`src/sv/wpf_pkg.sv`:
```
// ----------------------------------------------------------------------------
// wpf_pkg
// shared types and constants of the waypoint path follower
// ----------------------------------------------------------------------------
package wpf_pkg;
    localparam int MAX_POINTS_DEF = 64;
    localparam int COORD_FRAC_DEF = 8;
    localparam int COORD_W = 28;
    localparam int SPEED_W = 24;
    localparam int DT_W = 16;
    localparam int IDX_W = 6;
    localparam int CNT_W = 7;

    typedef enum logic [1:0] {
        FUNC_LOAD  = 2'd0,
        FUNC_START = 2'd1,
        FUNC_TICK  = 2'd2,
        FUNC_STOP  = 2'd3
    } func_t;

    // controller to datapath
    typedef struct packed {
        logic capture;
        logic calc_diff;
        logic calc_sq;
        logic calc_cmp;
        logic sqrt_start;
        logic sqrt_step;
        logic div_start;
        logic div_step;
        logic finish_move;
        logic finish_snap;
    } wpf_cmd_t;

    // datapath to controller
    typedef struct packed {
        logic snap;
        logic no_step;
        logic sqrt_done;
        logic div_done;
    } wpf_sts_t;
endpackage

```
`src/sv/wpf_ctrl.sv`:
```
// ----------------------------------------------------------------------------
// wpf_ctrl
// sequencer for one tick: fetch, distance, snap test, root, two divisions
// ----------------------------------------------------------------------------
module wpf_ctrl (
    input  logic              clk,
    input  logic              rst_n,
    input  logic              go,
    input  logic              out_free,
    input  wpf_pkg::wpf_sts_t sts,
    output wpf_pkg::wpf_cmd_t cmd,
    output logic              busy,
    output logic              done
);
    import wpf_pkg::*;

    typedef enum logic [8:0] {
        S_IDLE = 9'b000000001,
        S_READ = 9'b000000010,
        S_DIFF = 9'b000000100,
        S_SQ   = 9'b000001000,
        S_CMP  = 9'b000010000,
        S_SQRT = 9'b000100000,
        S_DIVS = 9'b001000000,
        S_DIV  = 9'b010000000,
        S_DONE = 9'b100000000
    } state_t;

    state_t state_reg, state_next;

    always_ff @(posedge clk or negedge rst_n)
    begin
        if (!rst_n)
        begin
            state_reg <= S_IDLE;
        end
        else
        begin
            state_reg <= state_next;
        end
    end

    always_comb
    begin
        state_next = state_reg;
        cmd = '0;
        done = 1'b0;
        case (state_reg)
            S_IDLE:
            begin
                if (go)
                begin
                    cmd.capture = 1'b1;
                    state_next = S_READ;
                end
            end
            S_READ: state_next = S_DIFF;
            S_DIFF:
            begin
                cmd.calc_diff = 1'b1;
                state_next = S_SQ;
            end
            S_SQ:
            begin
                cmd.calc_sq = 1'b1;
                state_next = S_CMP;
            end
            S_CMP:
            begin
                cmd.calc_cmp = 1'b1;
                cmd.sqrt_start = 1'b1;
                state_next = S_SQRT;
            end
            S_SQRT:
            begin
                if (sts.snap || sts.no_step)
                begin
                    state_next = S_DONE;
                end
                else if (sts.sqrt_done)
                begin
                    state_next = S_DIVS;
                end
                else
                begin
                    cmd.sqrt_step = 1'b1;
                end
            end
            S_DIVS:
            begin
                cmd.div_start = 1'b1;
                state_next = S_DIV;
            end
            S_DIV:
            begin
                if (sts.div_done)
                begin
                    state_next = S_DONE;
                end
                else
                begin
                    cmd.div_step = 1'b1;
                end
            end
            S_DONE:
            begin
                if (out_free)
                begin
                    done = 1'b1;
                    cmd.finish_snap = sts.snap;
                    cmd.finish_move = !sts.snap && !sts.no_step;
                    state_next = S_IDLE;
                end
            end
            default: state_next = S_IDLE;
        endcase
    end

    assign busy = (state_reg != S_IDLE);
endmodule

```
`config.mk`:
```
export PLATFORM = sky130hd
export DESIGN_NAME = wpf_ctrl
export DESIGN_NICKNAME = d
export VERILOG_FILES = /design/src/sv/wpf_pkg.sv /design/src/sv/wpf_ctrl.sv
export SDC_FILE = /design/constraint.sdc
export NUM_CORES = 1
export LEC_CHECK = 0
export ABC_AREA = 1
export BUFFER_PORTS_ARGS = -buffer_cell sky130_fd_sc_hd__buf_4
export CAP_MARGIN = 20
export CELL_PAD_IN_SITES_DETAIL_PLACEMENT = 1
export CELL_PAD_IN_SITES_GLOBAL_PLACEMENT = 1
export CORE_UTILIZATION = 34
export CTS_BUF_LIST = sky130_fd_sc_hd__clkbuf_8 sky130_fd_sc_hd__clkbuf_16
export DETAILED_ROUTE_END_ITERATION = 7
export MAX_ROUTING_LAYER = met4
export PLACE_DENSITY = 0.84
export SYNTH_ARGS = -nofsm -noshare
export SYNTH_HDL_FRONTEND = slang
export SYNTH_SLANG_ARGS = --single-unit
```
`constraint.sdc`:
```
create_clock -name clk -period 1.6 [get_ports clk]
set_input_delay 0.08 -clock clk [delete_from_list [all_inputs] [get_ports clk]]
set_output_delay 0.08 -clock clk [all_outputs]
set_load 0.02 [all_outputs]
```
Word level (Yosys, flattened, before mapping) --
Index checks and enable logic that the tools add are counted.
Operators by class: eq/ne operators 14, multiplexer cells 21, reductions and logical operators 5
Operator list (count):
- one-hot mux 9 bit (9 select lines) | 1
- two-way mux 9 bit | 5
- two-way mux 1 bit | 12
- equality test 9 x 1 -> 1 bit (second input constant) | 1
- equality test 9 x 2 -> 1 bit (second input constant) | 1
- equality test 9 x 3 -> 1 bit (second input constant) | 1
- equality test 9 x 4 -> 1 bit (second input constant) | 1
- equality test 9 x 5 -> 1 bit (second input constant) | 1
- equality test 9 x 6 -> 1 bit (second input constant) | 1
- equality test 9 x 7 -> 1 bit (second input constant) | 1
- equality test 9 x 8 -> 1 bit (second input constant) | 1
- equality test 9 bit (second input constant) | 1
- != test 9 x 1 -> 1 bit (second input constant) | 1
- two-way mux 2 bit | 3
- != test 2 bit (second input constant) | 3
- AND reduction 4 bit | 1
- != test 3 bit (second input constant) | 1
- zero test 1 bit | 2
- logical AND 1 bit | 1
- logical OR 1 bit | 1
Storage, ports and cells: bits in registers 9, input bits 8, logic and storage cells 41

Logic depth before layout (Yosys ltp) --
depth in word-level cells 4, mapped depth 9

Worst setup path before layout --
OpenSTA, ideal clock, no wires.
path type flip-flop to output port, start reg state_reg[7], end out cmd[7] (netlist bit), data arrival time 1.311 ns, path slack 0.209 ns, cell stages (with the launch flop) 6, path buffers 0, path through dfrtp_1 > nor2_1 > nand2_2 > nor2_4 > inv_1 > nor3_1
RTL lines:
- start, declared | line wpf_ctrl.sv:29 | state_t state_reg, state_next;
- start signal, assigned | line wpf_ctrl.sv:39 | state_reg <= state_next;
- end, declared | line wpf_ctrl.sv:11 | output wpf_pkg::wpf_cmd_t cmd,

==> results.cfg <==
[floorplan]
core_sq_um = 1960
ios = 20
dieArea_sq_um = 2290
num_rows = 16
die_h_um = 47.9
initial_core_util_pct = 36.5
fp.dieW_um = 47.9

[setup_path]
required_ns = 1.52
critPathMaxFanout = 5
cp.arrival_ns = 1.58
cp-start-kind = register
end_kind = primary output
path_class = register to primary output

[clocking]
ctsRootBufferMaster = clkbuf_8
cts_tree = done
clk_pin_slew_ns = 0.05
numCtsBuffers = 3
clock_sinks = 9
htreeDepth = 1
clk_latency_ns = 0.25
cts_buffer_depth = 2

[cells_and_area]
layout_common_cells = buf_4 (32), nand2_1 (21), nor2_1 (15)
largest_register_ffs = 9
synthToLayoutAreaGrowth_pct = 60.8
multi_input_area_sq_um = 485
regArea_sq_um = 226
fin_nets = 160
layout_commonest_cell = buf_4
drive_above_1_share_pct = 48.3
nFillCells = 270
diodes = 0

[routing]
wl_per_cell_um = 16.6
dr.pass1.iters = 4
drc_errors = 0
vias_per_cell = 5.12
wl_um = 2960
ant_nets = 0
vias = 912
first_iter_violations = 7

[sta]
finalCritPeriodShare_pct = 104
worst_pin_slew_ns = 0.353
skew_ns = 0.00761
slew_headroom_pct = 76.4
fmax_mhz = 602
setup_ws_ns = -0.0600
rsz0062_at_grt = yes
final_hold_viol_count = 0
final-max-slew-violation-count = 0
whs_ns = 0.130
setup_viol = 4
period_needed_ns = 1.66

[synth]
avgSynthCellArea_sq_um = 6.33
ys_async_sr_fraction_pct = 100
yosysSeqAreaShare_pct = 31.6
synth-seq-cells = 9
synth-edff-count = 0
yosys_warnings = 0
synth_area_leader_cell = dfrtp_1
synth.distinct_cells = 18
syn_nets = 121
synthFlopType = dfrtp_1
synth_top_area_share_pct = 28.0
yosys-top-cells-area = dfrtp_1 (28%), nand2_1 (14%), nor2_1 (12%)
netlist_instances = 113
netlist_area_sq_um = 716

[grt]
grt_pass1_wl_um = 3530
use_met2_pct = 40.8
antenna_found_initial = 0
grt_max_degree = 10
grt_overflow = 0
grt_pass1_vias = 808
grtUsageMet1_pct = 26.0
grt_most_used_layer = met2
track_usage_pct = 24.0
globalRouteMet3Util_pct = 4.53

[pwr]
leakage_uw = 0.000615
fin_total_pwr_uw = 1520
power_density_nw_per_um2 = 1320
ir_drop_uv = 1030

[job]
maxCapViolations = 0

[min_path]
hold_class = input pin to register

[outcome]
outcome = finished with violations
violations = setup timing

[placement]
gp_congestion = 0.794
hpwlAfterDp_um = 1680
io_buffers = 19
[layout make-up]
class                   instances  area share [%]
clock inverters                 1           0.326
repair buffers                 35            23.7
well taps                      27            2.93
clock buffers                   3            3.59
inverters                      22            7.61
flip-flops and latches          9            19.7
multi-input cells              81            42.2
[worst paths after layout]
path	startpoint	cells past startpoint	slack (ns)	endpoint
min	out_free	4	0.13	state_reg[8]
max in group asynchronous	rst_n	2	1.18	state_reg[0]
min reg2reg	state_reg[1]	2	0.67	state_reg[2]
max reg2reg	state_reg[3]	7	0.06	state_reg[8]
max	state_reg[3]	6	-0.06	cmd[4]
min in group asynchronous	rst_n	2	0.19	state_reg[5]
[through the flow]
step           area, sq um  setup slack [ns]  std cells  setup TNS (ns)  util, %
2_1_floorplan          716             0.209        113               0        -
3_3_place_gp           885             0.206        158               0     45.1
3_5_place_dp           885             0.148        158               0     45.1
4_1_cts               1020          -0.00539        170        -0.00669     52.0
5_1_grt               1150            -0.113        178          -0.567     58.7
6_report              1150           -0.0600        178          -0.114     58.7
[timing repair]
action,CTS,global route
buffers inserted,7,8
resized for setup,8,25
hold endpoints to repair,9,0
hold buffers,1,0
setup endpoints to repair,7,7
pin swaps,6,10
[report_power, final]
group	total, uW	switching (uW)	internal [uW]
Combinational	897	562	335
Sequential	342	61.6	280
Clock	282	113	169
Total	1520	737	784
[synthesized netlist by cell type (2+ instances only)]
cell and number:
inv_2 3, nor3_2 2, dfrtp_1 8, nor2_2 2
nand3_2 2, nand3_1 8, inv_1 19, nor2_1 22
o21ai_1 2, nand4_1 3, nor2_4 2, nand2_1 26
nand2_2 2, o21ai_0 3, nor3_1 6
[routing by layer]
layer / routed length (um) / up-vias
li1: - / 426
met1: 1270 / 444
met2: 1480 / 30
met3: 118 / 12
met4: 91 / 0
met5: 0 / -
[logic make-up after synthesis]
| kind of cell | synth area share (%) |
|---|---|
| AOI/OAI and AO/OA | 3.50 |
| buffers and inverters | 12.6 |
| DFF | 31.6 |
| and+or+nand+nor | 52.3 |
[worst max-delay path, stage by stage (launching register included)]
cell and delay (ns):
dfrtp_1 0.42, nor2_4 0.22, nand3_4 0.16, nor2_4 0.15, nand4_1 0.16, inv_2 0.10, buf_6 0.11
No activity file was read; power rests on OpenSTA's default activity.
